<file path="config.mk">
export PLATFORM = sky130hd
export DESIGN_NAME = route_flow_table
export DESIGN_NICKNAME = d
export VERILOG_FILES = /design/src/sv/rft_pkg.sv /design/src/sv/rft_entry_store.sv /design/src/sv/rft_seq.sv /design/src/sv/route_flow_table.sv
export SDC_FILE = /design/constraint.sdc
export NUM_CORES = 1
export LEC_CHECK = 0
export BUFFER_PORTS_ARGS = -buffer_cell sky130_fd_sc_hd__buf_2
export CAP_MARGIN = 15
export CORE_MARGIN = 2
export CORE_UTILIZATION = 45
export DETAILED_ROUTE_END_ITERATION = 12
export GPL_ROUTABILITY_DRIVEN = 0
export PLACE_DENSITY = 0.69
export SYNTH_ARGS = -nofsm -noshare
export SYNTH_HDL_FRONTEND = slang
export SYNTH_SLANG_ARGS = --single-unit
</file>
<file path="constraint.sdc">
create_clock -name clk -period 9.6 [get_ports clk]
set_input_delay 1.92 -clock clk [delete_from_list [all_inputs] [get_ports clk]]
set_output_delay 1.92 -clock clk [all_outputs]
set_load 0.02 [all_outputs]
</file>
<file path="src/sv/rft_pkg.sv">
// ----------------------------------------------------------------------------
// rft_pkg: shared definitions for the route flow table
// Table geometry, field widths, operation codes, register selects and the
// structs passed between the sequencer, the entry store and the top level.
// ----------------------------------------------------------------------------
package rft_pkg;

  // Table geometry.
  localparam int TABLE_DEPTH = 16;
  localparam int IDX_W       = $clog2(TABLE_DEPTH);
  localparam int CNT_W       = $clog2(TABLE_DEPTH + 1);

  // Field widths.
  localparam int ADDR_W  = 16;
  localparam int ACT_W   = 4;
  localparam int AGE_W   = 8;
  localparam int OP_W    = 3;
  localparam int PADDR_W = 3;
  localparam int PDATA_W = 32;

  localparam logic [CNT_W-1:0] SCAN_LAST = CNT_W'(TABLE_DEPTH);
  localparam logic [AGE_W-1:0] AGE_MAX   = {AGE_W{1'b1}};

  // Operation codes.
  localparam logic [OP_W-1:0] OP_INSERT     = 3'd0;
  localparam logic [OP_W-1:0] OP_REMOVE     = 3'd1;
  localparam logic [OP_W-1:0] OP_REMOVE_HOP = 3'd2;
  localparam logic [OP_W-1:0] OP_LOOKUP     = 3'd3;
  localparam logic [OP_W-1:0] OP_CLEAR      = 3'd4;
  localparam logic [OP_W-1:0] OP_INIT       = 3'd5;

  // Register selects, taken from paddr[2].
  localparam logic REG_OWN_ADDRESS    = 1'b0;
  localparam logic REG_RECEIVE_ACTION = 1'b1;

  // Routing payload of one table entry.
  typedef struct packed {
    logic [ADDR_W-1:0] dest;
    logic [ADDR_W-1:0] hop;
    logic [ACT_W-1:0]  action;
  } route_t;

  // Write command from the sequencer to the entry store.
  typedef struct packed {
    logic             clr_all;
    logic             set_en;
    logic             inval_en;
    logic             age_en;
    logic [IDX_W-1:0] wr_idx;
    route_t           wr_route;
    logic [AGE_W-1:0] wr_age;
  } store_cmd_t;

  // One result item.
  typedef struct packed {
    logic              status;
    logic              hit;
    logic [ADDR_W-1:0] found_next_hop;
    logic [ACT_W-1:0]  found_action;
    logic [AGE_W-1:0]  found_age;
  } result_t;

endpackage

</file>
<file path="src/sv/rft_entry_store.sv">
// ----------------------------------------------------------------------------
// rft_entry_store: table entry storage
// Valid bits in flip-flops cleared by reset, route and age memories with one
// write port each and a registered read port shared by all passes.
// ----------------------------------------------------------------------------
module rft_entry_store (
  input  logic                            clk,
  input  logic                            rst,
  input  rft_pkg::store_cmd_t             cmd,
  input  logic [rft_pkg::IDX_W-1:0]       rd_idx,
  output logic                            rd_valid,
  output rft_pkg::route_t                 rd_route,
  output logic [rft_pkg::AGE_W-1:0]       rd_age
);
  import rft_pkg::*;

  logic [TABLE_DEPTH-1:0] valid;
  logic [TABLE_DEPTH-1:0] valid_next;
  route_t                 route_mem [TABLE_DEPTH];
  logic [AGE_W-1:0]       age_mem   [TABLE_DEPTH];

  // Valid bits: a full clear may be combined with setting one entry.
  always_comb begin
    valid_next = valid;
    if (cmd.clr_all) begin
      valid_next = '0;
    end
    if (cmd.set_en) begin
      valid_next[cmd.wr_idx] = 1'b1;
    end
    if (cmd.inval_en) begin
      valid_next[cmd.wr_idx] = 1'b0;
    end
  end

  always_ff @(posedge clk) begin
    if (rst) begin
      valid <= '0;
    end else begin
      valid <= valid_next;
    end
  end

  // Route memory is written only when an entry is set.
  always_ff @(posedge clk) begin
    if (cmd.set_en) begin
      route_mem[cmd.wr_idx] <= cmd.wr_route;
    end
  end

  // Age memory is written on set and on each aging step.
  always_ff @(posedge clk) begin
    if (cmd.set_en || cmd.age_en) begin
      age_mem[cmd.wr_idx] <= cmd.wr_age;
    end
  end

  // Registered read of the entry the sequencer points at.
  always_ff @(posedge clk) begin
    rd_route <= route_mem[rd_idx];
    rd_age   <= age_mem[rd_idx];
  end

  always_ff @(posedge clk) begin
    if (rst) begin
      rd_valid <= 1'b0;
    end else begin
      rd_valid <= valid[rd_idx];
    end
  end

endmodule

</file>
<file path="src/sv/rft_seq.sv">
// ----------------------------------------------------------------------------
// rft_seq: operation sequencer with a shared compare and age unit
// Walks the entry store one entry per cycle, compares the key against each
// entry, issues writes and invalidations, and runs the aging pass after an insert that finds a slot.
// ----------------------------------------------------------------------------
module rft_seq (
  input  logic                            clk,
  input  logic                            rst,
  input  logic                            in_go,
  input  logic [rft_pkg::OP_W-1:0]        operation,
  input  logic [rft_pkg::ADDR_W-1:0]      destination,
  input  logic [rft_pkg::ADDR_W-1:0]      hop_address,
  input  logic [rft_pkg::ACT_W-1:0]       action,
  input  logic [rft_pkg::ADDR_W-1:0]      own_address,
  input  logic [rft_pkg::ACT_W-1:0]       receive_action,
  input  logic                            res_free,
  input  logic                            rd_valid,
  input  rft_pkg::route_t                 rd_route,
  input  logic [rft_pkg::AGE_W-1:0]       rd_age,
  output logic                            busy,
  output logic                            res_load,
  output rft_pkg::result_t                result,
  output rft_pkg::store_cmd_t             cmd,
  output logic [rft_pkg::IDX_W-1:0]       rd_idx
);
  import rft_pkg::*;

  localparam logic [2:0] ST_IDLE  = 3'd0;
  localparam logic [2:0] ST_SCAN  = 3'd1;
  localparam logic [2:0] ST_WRITE = 3'd2;
  localparam logic [2:0] ST_AGE   = 3'd3;
  localparam logic [2:0] ST_DONE  = 3'd4;

  logic [2:0]       state, state_next;
  logic [CNT_W-1:0] cnt, cnt_next;
  logic [OP_W-1:0]  op, op_next;
  route_t           key, key_next;
  logic             match_found, match_found_next;
  logic [IDX_W-1:0] match_idx, match_idx_next;
  logic             free_found, free_found_next;
  logic [IDX_W-1:0] free_idx, free_idx_next;
  result_t          res, res_next;

  logic [CNT_W-1:0] cnt_m1;
  logic [IDX_W-1:0] p_idx;
  logic             have_data;
  logic             last;
  logic             dest_match;
  logic             hop_match;

  // The read for entry cnt is issued now; the data for entry cnt-1 arrives now.
  assign cnt_m1     = cnt - 1'b1;
  assign p_idx      = cnt_m1[IDX_W-1:0];
  assign have_data  = (cnt != '0);
  assign last       = (cnt == SCAN_LAST);
  assign rd_idx     = last ? '0 : cnt[IDX_W-1:0];
  assign dest_match = rd_valid && (rd_route.dest == key.dest);
  assign hop_match  = rd_valid && (rd_route.hop == key.hop);
  assign busy       = (state != ST_IDLE);
  assign result     = res;

  // Next-state and command logic.
  always_comb begin
    state_next       = state;
    cnt_next         = cnt;
    op_next          = op;
    key_next         = key;
    match_found_next = match_found;
    match_idx_next   = match_idx;
    free_found_next  = free_found;
    free_idx_next    = free_idx;
    res_next         = res;
    cmd              = '0;
    res_load         = 1'b0;

    unique case (state)
      ST_IDLE: begin
        if (in_go) begin
          op_next          = operation;
          key_next.dest    = destination;
          key_next.hop     = hop_address;
          key_next.action  = action;
          cnt_next         = '0;
          match_found_next = 1'b0;
          free_found_next  = 1'b0;
          res_next         = '0;
          unique case (operation)
            OP_INSERT, OP_REMOVE, OP_REMOVE_HOP, OP_LOOKUP: begin
              state_next = ST_SCAN;
            end
            OP_CLEAR: begin
              cmd.clr_all = 1'b1;
              state_next  = ST_DONE;
            end
            OP_INIT: begin
              // After the clear only slot zero is valid, so its age reads one.
              cmd.clr_all         = 1'b1;
              cmd.set_en          = 1'b1;
              cmd.wr_idx          = '0;
              cmd.wr_route.dest   = own_address;
              cmd.wr_route.hop    = own_address;
              cmd.wr_route.action = receive_action;
              cmd.wr_age          = AGE_W'(1);
              state_next          = ST_DONE;
            end
            default: begin
              res_next.status = 1'b1;
              state_next      = ST_DONE;
            end
          endcase
        end
      end

      ST_SCAN: begin
        cnt_next = cnt + 1'b1;
        if (have_data) begin
          unique case (op)
            OP_INSERT: begin
              if (dest_match) begin
                match_found_next = 1'b1;
                match_idx_next   = p_idx;
              end
              if (!rd_valid && !free_found) begin
                free_found_next = 1'b1;
                free_idx_next   = p_idx;
              end
            end
            OP_REMOVE: begin
              if (dest_match) begin
                cmd.inval_en     = 1'b1;
                cmd.wr_idx       = p_idx;
                match_found_next = 1'b1;
              end
            end
            OP_REMOVE_HOP: begin
              if (hop_match) begin
                cmd.inval_en = 1'b1;
                cmd.wr_idx   = p_idx;
              end
            end
            OP_LOOKUP: begin
              if (dest_match) begin
                match_found_next        = 1'b1;
                res_next.hit            = 1'b1;
                res_next.found_next_hop = rd_route.hop;
                res_next.found_action   = rd_route.action;
                res_next.found_age      = rd_age;
              end
            end
            default: begin
            end
          endcase
        end
        if (last) begin
          if (op == OP_INSERT) begin
            state_next = ST_WRITE;
          end else begin
            if (op == OP_REMOVE || op == OP_LOOKUP) begin
              res_next.status = !match_found_next;
            end
            state_next = ST_DONE;
          end
        end
      end

      ST_WRITE: begin
        if (!match_found && !free_found) begin
          // Table full: nothing changes, ages included.
          res_next.status = 1'b1;
          state_next      = ST_DONE;
        end else begin
          cmd.set_en          = 1'b1;
          cmd.wr_idx          = match_found ? match_idx : free_idx;
          cmd.wr_route.dest   = key.dest;
          cmd.wr_route.hop    = key.hop;
          cmd.wr_route.action = (key.hop == own_address) ? receive_action : key.action;
          cmd.wr_age          = '0;
          cnt_next            = '0;
          state_next          = ST_AGE;
        end
      end

      ST_AGE: begin
        // Saturating increment of every valid entry's age.
        cnt_next = cnt + 1'b1;
        if (have_data && rd_valid && (rd_age != AGE_MAX)) begin
          cmd.age_en = 1'b1;
          cmd.wr_idx = p_idx;
          cmd.wr_age = rd_age + 1'b1;
        end
        if (last) begin
          state_next = ST_DONE;
        end
      end

      ST_DONE: begin
        if (res_free) begin
          res_load   = 1'b1;
          state_next = ST_IDLE;
        end
      end

      default: begin
        state_next = ST_IDLE;
      end
    endcase
  end

  // Control registers.
  always_ff @(posedge clk) begin
    if (rst) begin
      state       <= ST_IDLE;
      cnt         <= '0;
      match_found <= 1'b0;
      free_found  <= 1'b0;
    end else begin
      state       <= state_next;
      cnt         <= cnt_next;
      match_found <= match_found_next;
      free_found  <= free_found_next;
    end
  end

  // Payload registers.
  always_ff @(posedge clk) begin
    op        <= op_next;
    key       <= key_next;
    match_idx <= match_idx_next;
    free_idx  <= free_idx_next;
    res       <= res_next;
  end

endmodule

</file>
<file path="src/sv/route_flow_table.sv">
// ----------------------------------------------------------------------------
// route_flow_table: exact-match routing table with aging
// Sixteen-entry routing table with insert, remove, remove by next hop,
// lookup, clear and init, configured through an APB-style register port.
//
//   Channel   Handshake            Payload
//   input     in_valid / in_stall  operation, destination, hop_address, action
//   output    out_valid/out_stall  status, hit, found_next_hop, found_action,
//                                  found_age
//   config    psel/penable/pready  paddr, pwrite, pwdata, prdata
//
// One operation at a time; in_stall is high from the transfer until the
// result is loaded into the output register. Insert scans the table and, if
// it finds a slot, writes the entry and then ages the table; remove, remove
// by next hop and lookup scan it once; clear, init and unknown codes go
// straight to the final step. The single compare unit walks the entry memory
// one registered read per cycle, twice on an insert that finds a slot.
// Reset is synchronous and empties the table at once through the valid bits.
// A result waiting on out_stall holds the sequencer in its final step.
// ----------------------------------------------------------------------------
module route_flow_table (
  input  logic                          clk,
  input  logic                          rst,
  input  logic                          in_valid,
  output logic                          in_stall,
  input  logic [rft_pkg::OP_W-1:0]      operation,
  input  logic [rft_pkg::ADDR_W-1:0]    destination,
  input  logic [rft_pkg::ADDR_W-1:0]    hop_address,
  input  logic [rft_pkg::ACT_W-1:0]     action,
  output logic                          out_valid,
  input  logic                          out_stall,
  output logic                          status,
  output logic                          hit,
  output logic [rft_pkg::ADDR_W-1:0]    found_next_hop,
  output logic [rft_pkg::ACT_W-1:0]     found_action,
  output logic [rft_pkg::AGE_W-1:0]     found_age,
  input  logic                          psel,
  input  logic                          penable,
  input  logic                          pwrite,
  input  logic [rft_pkg::PADDR_W-1:0]   paddr,
  input  logic [rft_pkg::PDATA_W-1:0]   pwdata,
  output logic [rft_pkg::PDATA_W-1:0]   prdata,
  output logic                          pready
);
  import rft_pkg::*;

  logic [ADDR_W-1:0] own_address;
  logic [ACT_W-1:0]  receive_action;
  logic              cfg_we;
  logic              busy;
  logic              in_go;
  logic              res_free;
  logic              res_load;
  result_t           seq_result;
  result_t           out_res;
  store_cmd_t        cmd;
  logic [IDX_W-1:0]  rd_idx;
  logic              rd_valid;
  route_t            rd_route;
  logic [AGE_W-1:0]  rd_age;

  // Configuration registers, selected by paddr[2].
  assign pready = 1'b1;
  assign cfg_we = psel && penable && pwrite && pready;

  always_ff @(posedge clk) begin
    if (rst) begin
      own_address    <= '0;
      receive_action <= '0;
    end else if (cfg_we) begin
      unique case (paddr[2])
        REG_OWN_ADDRESS:    own_address    <= pwdata[ADDR_W-1:0];
        REG_RECEIVE_ACTION: receive_action <= pwdata[ACT_W-1:0];
        default: begin
        end
      endcase
    end
  end

  always_comb begin
    unique case (paddr[2])
      REG_OWN_ADDRESS:    prdata = PDATA_W'(own_address);
      REG_RECEIVE_ACTION: prdata = PDATA_W'(receive_action);
      default:            prdata = '0;
    endcase
  end

  // Input transfer.
  assign in_stall = busy;
  assign in_go    = in_valid && !in_stall;

  // Output register: free when empty or being taken this cycle.
  assign res_free = !out_valid || !out_stall;

  always_ff @(posedge clk) begin
    if (rst) begin
      out_valid <= 1'b0;
    end else if (res_load) begin
      out_valid <= 1'b1;
    end else if (!out_stall) begin
      out_valid <= 1'b0;
    end
  end

  always_ff @(posedge clk) begin
    if (res_load) begin
      out_res <= seq_result;
    end
  end

  assign status         = out_res.status;
  assign hit            = out_res.hit;
  assign found_next_hop = out_res.found_next_hop;
  assign found_action   = out_res.found_action;
  assign found_age      = out_res.found_age;

  rft_seq u_seq (
    .clk            (clk),
    .rst            (rst),
    .in_go          (in_go),
    .operation      (operation),
    .destination    (destination),
    .hop_address    (hop_address),
    .action         (action),
    .own_address    (own_address),
    .receive_action (receive_action),
    .res_free       (res_free),
    .rd_valid       (rd_valid),
    .rd_route       (rd_route),
    .rd_age         (rd_age),
    .busy           (busy),
    .res_load       (res_load),
    .result         (seq_result),
    .cmd            (cmd),
    .rd_idx         (rd_idx)
  );

  rft_entry_store u_store (
    .clk      (clk),
    .rst      (rst),
    .cmd      (cmd),
    .rd_idx   (rd_idx),
    .rd_valid (rd_valid),
    .rd_route (rd_route),
    .rd_age   (rd_age)
  );

endmodule

</file>
======== Word-level counts from Yosys, hierarchy flattened ========
Memory sizes are Yosys's and may differ from the RTL's. A register that Yosys moved wholly into a read port is not among the register bits.
Index checks and enable logic that the tools add are counted.
storage, ports and cells
  memories ................................ 2
  register bits after elaboration ......... 155
  bits in writable memories ............... 704
  logic and storage cells ................. 187
  output and inout port bits .............. 65
  input port bits ......................... 81
operators by class
  bitwise operators ....................... 4
  add/subtract/negate cells ............... 3
  muxes and demuxes ....................... 75
  equality and inequality tests ........... 31
  reductions and logical operators ........ 44
  order comparisons ....................... 3
memory list
  name               depth  width  read ports  clocked after Yosys merged registers in  write ports  RTL line               RTL
  u_store.route_mem  16     36     1           1                                        1            rft_entry_store.sv:19  route_t route_mem [TABLE_DEPTH];
  u_store.age_mem    16     8      1           1                                        1            rft_entry_store.sv:20  logic [AGE_W-1:0] age_mem [TABLE_DEPTH];
operators by type and width
  operator                                               count
  2-to-1 mux 48 bit                                      2
  2-to-1 mux 29 bit                                      3
  one-hot mux 36 bit (2 select lines)                    1
  one-hot mux 32 bit (2 select lines)                    1
  one-hot mux 29 bit (2 select lines)                    1
  equality test 16 bit                                   3
  2-to-1 mux 16 bit                                      3
  2-to-1 mux 44 bit                                      1
  2-to-1 mux 1 bit                                       32
  2-to-1 mux 30 bit                                      1
  2-to-1 mux 4 bit                                       6
  one-hot mux 8 bit (3 select lines)                     1
  2-to-1 mux 3 bit                                       7
  inequality test 2 x 1 -> 1 bit, second input constant  10
  equality test 3 x 2 -> 1 bit, second input constant    6
  bitwise AND 16 bit                                     1
  inverter 16 bit                                        1
  OR 16 bit                                              1
  one-hot mux 4 bit (4 select lines)                     1
  2-to-1 mux 5 bit                                       3
  one-hot mux 3 bit (5 select lines)                     1
  one-hot mux 5 bit (3 select lines)                     1
  AND reduction 4 bit                                    3
  logical AND 1 bit                                      10
  32 further kinds                                       60

======== Longest topological paths before layout ========
Gate-level depths: netlist of the first run.
  word-level depth ........................ 14
  gate-level depth with buffers ........... 12
  depth with buffers taken out ............ 9

======== Modules after synthesis ========
Synthesis of the first run repeated with hierarchy kept, for this count alone.
unflattened totals
  cell total of the unflattened synthesis .. 1,762
  area total of the unflattened synthesis .. 34,921.0 sq um
by module, submodules not included
  module            seq. area each (sq um)  area an instance (sq um)  cells an instance  instances
  rft_entry_store   22,361.4                28,172.0                  1,210              1
  rft_seq           2,512.4                 4,628.2                   394                1
  route_flow_table  1,321.3                 2,120.8                   158                1

======== Worst setup path after synthesis of the first run ========
Ideal clock, no wire load.
  path type ............................... input port to flip-flop
  from .................................... input in_valid
  to ...................................... register u_store.valid[0]
  path buffers ............................ 0
  stages .................................. 7
  required time ........................... 9.525 ns
  library setup time ...................... 0.075 ns
  slack ................................... 1.257 ns
  arrival ................................. 8.267 ns
  cells stage by stage .................... nand3b_1 inv_1 nand3b_2 nor2_1 nor2_1 nor4b_1 o221a_2
between the ends
  word-level cells in the longest chain between the ends .. 8
  elaborated cells on any way between the ends .. 9
  classes of those cells .................. mux (6); bitwise (2); reduce/logical (1)
RTL lines
  item                          RTL line                RTL
  start, declared               route_flow_table.sv:24  input logic in_valid,
  logical AND 1 bit *           route_flow_table.sv:90  assign in_go = in_valid && !in_stall;
  2-to-1 mux 2 bit *            rft_seq.sv:78           if (in_go) begin
  2-to-1 mux 1 bit              rft_seq.sv:76           unique case (state)
  2-to-1 mux 16 bit             rft_entry_store.sv:25   if (cmd.clr_all) begin
  OR 16 bit (no line)           --
  2-to-1 mux 16 bit *           rft_entry_store.sv:28   if (cmd.set_en) begin
  bitwise AND 16 bit (no line)  --
  2-to-1 mux 16 bit *           rft_entry_store.sv:31   if (cmd.inval_en) begin
  end signal, assigned          rft_entry_store.sv:40   valid <= valid_next;
  end, declared                 rft_entry_store.sv:17   logic [TABLE_DEPTH-1:0] valid;
Every way passes the cells marked *; elsewhere a longest branch is shown, timed or not.
A chain may end at the register's enable or synchronous reset.

======== Worst setup path after layout of the first run ========
  from .................................... register u_seq.cnt[0]
  to ...................................... memory u_store.route_mem[9][22] in the netlist's numbering, enable pin
between the ends
  word-level cells in the longest chain between the ends .. 5
  elaborated cells on any way between the ends .. 10
  classes of those cells .................. add/sub (1); mux (6); reduce/logical (3)
RTL lines
  item                                        RTL line                        RTL
  start, declared                             rft_seq.sv:35                   logic [CNT_W-1:0] cnt, cnt_next;
  start signal, assigned                      rft_seq.sv:218                  cnt <= cnt_next;
  subtractor 4 x 1 -> 4 bit *                 rft_seq.sv:52                   assign cnt_m1 = cnt - 1'b1;
  via u_seq.cnt_m1[0]                         rft_seq.sv:44                   logic [CNT_W-1:0] cnt_m1;
  2-to-1 mux 4 bit, on equally long branches  rft_seq.sv:136, rft_seq.sv:129
  one-hot mux 4 bit (2 select lines)          rft_seq.sv:117                  unique case (op)
  2-to-1 mux 4 bit                            rft_seq.sv:116                  if (have_data) begin
  one-hot mux 4 bit (4 select lines) *        rft_seq.sv:76
  end, declared                               rft_entry_store.sv:19
The timed path passes the listed nets; every way through them passes the cells marked *.

==> run_results.csv, run 1 <==
group,metric,value,unit
status,run_status,"completed",
yosys,syn_area,34900,µm²
timing,tightestPinTransition,1130,ps
layout,nNetsFinal,2453,
drt,first_iter_violations,2740,
min_path,hp-class,"reg2reg",
yosys,seq_area_frac_synth,75.0,%
cts,clock_sinks,903,
layout,fin_area,39800,µm²
cts,clk_pin_slew_worst_paths,60,ps
setup_path,worstSetupPathType,"reg2reg",
cts,cts_buffers,89,
drt,dr.pass1.iters,5,
grt,antenna_found_initial,3,
die,core_area,77100,µm²
timing,min_period,5240,ps
setup_path,cp.required,9880,ps
yosys,synth-edff-count,811,
layout,final_cells,3486,
layout,area_growth,13.9,%
die,start_util,45.3,%
power,cellPowerDensity,238,nW/µm²
timing,fmax,191,MHz
yosys,yosys_most_used_dff,"edfxtp_1",
grt,grt_pass1_wl,132000,µm
cts,cts-resized-gates,0,
power,peakVddDrop,0.148,mV
flow_run,maxCapViolCount,0,
yosys,ys_types,70,
yosys,ys_ff_latch,903,
grt,track_usage,22.5,%
min_path,worstHoldStart,"u_seq.result[15]$_SDFFCE_PN0P_",
setup_path,arrival,5520,ps
cts,postCtsSetupRepairBufs,0,
layout,fillers,6211,
power,total_power,9.47,mW
setup_path,cp-end-kind,"flop",
layout,layout-drive-gt1-share,16.4,%
yosys,synth_cells,2266,
die,fp.dieW,283,µm
timing,rsz0062_at_grt,"false",
timing,hold_viol,0,
drt,dr_total_vias,21300,
layout,final_common_cell,"edfxtp_1",
cts,cts_buffer_depth,3,
cts,clockRootBuffer,"clkbuf_16",
cts,hold_buffers,0,
placement,portBuffers,110,
drt,wire_per_inst,25.7,µm
drt,final_antenna_net_count,0,
placement,hpwlAfterDp,49500,µm
placement,post_dp_cell_area,36700,µm²
layout,layout_common_cells,"811 x edfxtp_1, 251 x nand2_1, 148 x a211oi_1",
cts,tritoncts,"done",
timing,setup_violations,0,
placement,place_inst,3314,
setup_path,reg2reg_from,"u_seq.cnt[0]$_SDFFE_PP0P_",
setup_path,crit_start,"u_seq.cnt[0]$_SDFFE_PP0P_",
layout,fin_util,51.6,%
setup_path,start_kind,"flop",
setup_path,crit_path_max_fanout,29,
die,io_pins,146,
die,die_area,79800,µm²
timing,report.final.slew_viol_count,0,
timing,post-route-period-util,54.6,%
drt,drc_errors,0,
yosys,ys_async_sr_fraction,0,%
grt,grt_pass1_vias,20800,
die,rows,102,
yosys,yosysWarnings,0,
die,die_h,283,µm
grt,grt_max_degree,109,
timing,max_slew_margin,23.9,%
power,p_leak,13.9,nW
drt,wl,89700,µm
timing,skew,30.5,ps
cts,h-tree-depth,3,
grt,grt_overflow,0,
yosys,synth.avg_cell_area,15.4,µm²
timing,finalSetupTns,0,ps
drt,via_per_inst,6.11,
cts,insertion_delay,660,ps
==> cell usage after synthesis, drive strengths merged, types with 2 or more instances <==
master | count | area (µm²)
dfxtp | 92 | 1840
a21oi | 115 | 576
inv | 13 | 48.8
ha | 4 | 50.1
nand3b | 2 | 18.8
o211ai | 3 | 27.5
edfxtp | 811 | 24400
and3 | 2 | 12.5
a32oi | 7 | 61.3
a221oi | 5 | 50.0
o21ai | 7 | 42.5
nor4 | 6 | 37.5
xnor2 | 49 | 429
o21bai | 2 | 15.0
or2 | 2 | 12.5
a211oi | 148 | 1110
nor3 | 17 | 85.1
o31ai | 2 | 15.0
nor3b | 4 | 41.3
xor2 | 7 | 61.3
a22o | 37 | 324
a2bb2oi | 2 | 23.8
buf | 33 | 213
nand4 | 14 | 93.8
a41oi | 2 | 17.5
a31oi | 49 | 313
nand2 | 255 | 957
mux2 | 8 | 90.1
clkbuf | 130 | 488
conb | 2 | 7.51
a311oi | 45 | 394
a21o | 4 | 30.0
nor2 | 66 | 255
and2 | 33 | 206
a211o | 2 | 17.5
nor2b | 59 | 369
mux4 | 45 | 1010
mux2i | 5 | 50.1
o22ai | 136 | 851
a22oi | 10 | 80.1
nand3 | 15 | 75.1
or3b | 2 | 17.5
==> stage by stage <==
stage | hold slack (ps) | worst slack [ps]
floorplan | 400 | 1260
global placement | 406 | 3890
detailed placement | 405 | 3800
CTS | 422 | 4410
global route | 427 | 4220
finish | 417 | 4360
==> cells by family (layout without fill, tap and decap cells) <==
group | Yosys count | after routing | synth area share (%)
flip-flops | 903 | 903 | 75.0
AO/OA/AOI/OAI | 583 | 583 | 11.5
AND/OR/NAND/NOR | 484 | 484 | 6.44
buffers and inverters | 176 | 340 | 2.15
multiplexers | 58 | 58 | 3.30
XOR/XNOR | 56 | 56 | 1.40
adder cells (fa/ha/maj) | 4 | 4 | 0.143
other | 2 | 18 | 0.0215
==> area by class of cell <==
| class | count | area, µm² | area share, % |
|---|---|---|---|
| clock inverters | 48 | 592 | 1.49 |
| clock buffers | 120 | 2490 | 6.26 |
| flip-flops and latches | 903 | 26200 | 65.9 |
| multi-input cells | 1202 | 8190 | 20.6 |
| well taps | 1040 | 1300 | 3.27 |
| inverters | 13 | 51.3 | 0.129 |
| repair buffers | 159 | 935 | 2.35 |
| diodes | 1 | 2.50 | 0.00629 |
==> final timing paths <==
check,end,slack [ps],cells after the start
min reg2reg,found_next_hop[3]$_DFFE_PP_,420,0
max,u_store.route_mem[9][22]$_DFFE_PP_,4360,10
min,found_next_hop[3]$_DFFE_PP_,420,0
max reg2reg,u_store.route_mem[9][22]$_DFFE_PP_,4360,10
==> critical path, cell delays in order (launching register included) <==
cell       delay (ps)
dfxtp_4           560
inv_1             250
ha_1              290
or4b_4            260
nand4_1           200
nor4_1            800
a22o_1            400
a2bb2oi_2         310
nand2_1           430
nor2_4            800
buf_4             540
==> power breakdown <==
part,internal (mW),leakage (nW),switching (mW),total (mW)
combinational,0.431,2.79,0.767,1.20
clock,2.15,1.52,1.47,3.63
sequential,4.48,9.62,0.166,4.64
==> flip-flops by register name, indices dropped and copies added (netlist names), 3 cells and up <==
signal / flops
u_seq.free_idx: 4
u_seq.cnt: 5
u_store.age_mem: 128
u_store.rd_route: 36
found_action: 4
found_next_hop: 16
u_store.valid: 16
u_seq.key: 36
u_seq.match_idx: 4
u_seq.op: 3
receive_action: 4
u_store.route_mem: 576
u_store.rd_age: 8
u_seq.result: 30
found_age: 8
own_address: 16
u_seq.state: 3
==> per-layer routing <==
| layer | vias up | track usage (%) | wire length [µm] |
|---|---|---|---|
| li1 | 9129 | - | - |
| met1 | 10800 | 31.4 | 36000 |
| met2 | 1216 | 35.5 | 41800 |
| met3 | 159 | 4.49 | 9610 |
| met4 | 0 | 7.16 | 2310 |
| met5 | - | 0 | 0 |
Note: power is estimated with default switching activity, not from simulation.
==> run 2: changes to the inputs <==
Settings changed: PLACE_DENSITY 0.69 to 0.72.
Clock period 9.6 ns to 4.5 ns, I/O delays scaled along.
==> run 2 against run 1 <==
Highest routed layer unchanged. Die area stayed put. Setup slack worse by 4300 ps. Final cell count is 0.69% higher. Count of clock-buffer cells in the layout is 2 lower. Largest cell class unchanged. Design area is 0.95% higher. Sequential share of layout area is 0.62 points lower. Clock skew is 1.7 ps lower. Clock power is 100% higher. First-iteration DRC count is 5.9% higher. Critical path type unchanged. Register-to-register slack worse by 4300 ps. Global-route usage is 0.28 points lower.
==> run_results.csv, run 2 (synthesized netlist as in run 1, its figures left out) <==
group,metric,value,unit
timing,post-route-period-util,97.8,%
layout,largest_register_ffs,576,
timing,rsz0062_at_grt,"false",
layout,reg_top3,"u_store.route_mem x576, u_store.age_mem x128",
power,p_leak,14.1,nW
cts,hold_buffers,0,
grt,antenna_found_initial,4,
drt,dr_total_vias,21400,
setup_path,regToRegSetupSlack,100,ps
cts,cts_buffer_depth,3,
power,power_frac_comb,13.3,%
placement,hpwlAfterDp,50900,µm
setup_path,worstSetupPathType,"reg2reg",
setup_path,crit_path_max_fanout,18,
placement,portBuffers,110,
layout,final_common_cell,"edfxtp_1",
layout,area_growth,15.0,%
die,die_h,283,µm
grt,grt_overflow,0,
placement,dpl_worst_slack,185,ps
setup_path,arrival,4740,ps
setup_path,critPathBufInv,2,
timing,skew,28.8,ps
setup_path,start_kind,"flop",
setup_path,critPathSlowestCell,"nor4_1",
die,die_area,79800,µm²
drt,final_antenna_net_count,0,
min_path,worstHoldStart,"u_seq.result[14]$_SDFFCE_PN0P_",
min_path,min_delay_worst_endpoint,"found_next_hop[2]$_DFFE_PP_",
timing,fmax,227,MHz
power,clock_power_share,37.2,%
power,switchingPower,5.09,mW
timing,hold_slack,415,ps
timing,setup_violations,0,
min_path,hp-class,"reg2reg",
power,cellPowerDensity,497,nW/µm²
die,rows,102,
layout,nNetsFinal,2477,
timing,min_period,4400,ps
status,run_status,"completed",
die,fp.dieW,283,µm
setup_path,cp-end-kind,"flop",
cts,postCtsSetupRepairBufs,0,
setup_path,reg2reg_depth,10,
layout,fin_util,52.1,%
grt,grt_pass1_vias,21100,
cts,insertion_delay,650,ps
setup_path,reg2reg_from,"u_seq.cnt[1]$_SDFFE_PP0P_",
power,total_power,20.0,mW
layout,layout_common_cells,"811 x edfxtp_1, 251 x nand2_1, 148 x a211oi_1",
setup_path,critPathTopFamily,"simple AND/OR/NAND/NOR gates",
flow_run,maxCapViolCount,0,
setup_path,path_cells,"inv_1 > ha_1 > or4b_4 > nand4_1 > nor4_1 > a22o_1 > a2bb2oi_2 > nand2_1 > nor2_4 > buf_12",
cts,cts-resized-gates,0,
layout,top_register,"u_store.route_mem",
min_path,min_path_cells,0,
setup_path,cpPeakStageDelay,780,ps
cts,cts_buffers,91,
die,io_pins,146,
timing,tightestPinTransition,1100,ps
drt,first_iter_violations,2902,
power,swShare,25.5,%
drt,via_per_inst,6.10,
die,start_util,45.3,%
power,p_seq_share,49.5,%
power,internal_power,14.9,mW
drt,wire_per_inst,25.2,µm
cts,clockRootBuffer,"clkbuf_16",
timing,report.final.slew_viol_count,0,
cts,clk_pin_slew_worst_paths,60,ps
grt,track_usage,22.2,%
drt,dr.pass1.iters,8,
timing,hold_viol,0,
cts,tritoncts,"done",
cts,clock_sinks,903,
drt,drc_errors,0,
drt,wl,88500,µm
grt,grt_max_degree,181,
timing,max_slew_margin,25.8,%
power,peakVddDrop,0.322,mV
layout,layout-drive-gt1-share,16.7,%
die,core_area,77100,µm²
setup_path,reg2reg_to,"u_store.route_mem[9][25]$_DFFE_PP_",
cts,h-tree-depth,3,
timing,finalSetupTns,0,ps
timing,setup_ws,98.6,ps
setup_path,cp.required,4830,ps
grt,grt_pass1_wl,131000,µm
run 2: cell type report:
class	instances	area (µm²)
antenna	1	2.50
tap	1040	1300
inverter	13	51.3
timing repair buffer	181	1400
clock inverter	52	465
fill	6132	36900
multi-input combinational	1202	8210
sequential	903	26200
clock buffer	118	2500
run 2: metrics by stage:
step	cell area, µm²	std cells
floorplan	35000	2281
global placement	37100	3335
detailed placement	37100	3335
CTS	40100	3505
global route	40100	3510
finish	40100	3510
run 2: routing by layer:
layer  share of wire, %  global-route usage [%]  vias to the layer above
li1                   -                       -                     9187
met1                 40                    30.9                    10700
met2                 46                    34.1                     1339
met3                 12                    5.26                      185
met4                2.9                    8.11                        0
met5                  0                       0                        -
run 2: how the worst max path moves through the flow:
| stage | cells after the start | start | endpoint |
|---|---|---|---|
| 6_report | 10 | u_seq.cnt[1]$_SDFFE_PP0P_ | u_store.route_mem[9][25]$_DFFE_PP_ |
| 5_1_grt | 10 | u_seq.cnt[1]$_SDFFE_PP0P_ | u_store.route_mem[9][20]$_DFFE_PP_ |
| 4_1_cts | 10 | u_seq.cnt[1]$_SDFFE_PP0P_ | u_store.route_mem[9][25]$_DFFE_PP_ |
| 3_5_place_dp | 10 | u_seq.cnt[1]$_SDFFE_PP0P_ | u_store.route_mem[9][2]$_DFFE_PP_ |
| 3_3_place_gp | 10 | u_seq.cnt[1]$_SDFFE_PP0P_ | u_store.route_mem[9][2]$_DFFE_PP_ |
| 2_1_floorplan | 6 | in_valid | u_store.route_mem[1][0]$_DFFE_PP_ |
run 2: worst reg2reg max path, delay by kind of cell (launching register included):
kind | cells | cell delay (ps)
flops | 1 | 480
buf+inv | 2 | 450
compound gates | 2 | 700
fa+ha+maj | 1 | 250
simple gates | 5 | 2220
run 2: power by group through the flow:
stage / logic, mW / clock network, mW / registers [mW]
detailed placement: 2.63 / 0 / 10.0
CTS: 2.65 / 7.51 / 9.87
floorplan: 1.76 / 0 / 9.98
finish: 2.66 / 7.42 / 9.88
global placement: 2.57 / 0 / 10.0
global route: 2.87 / 7.83 / 9.92
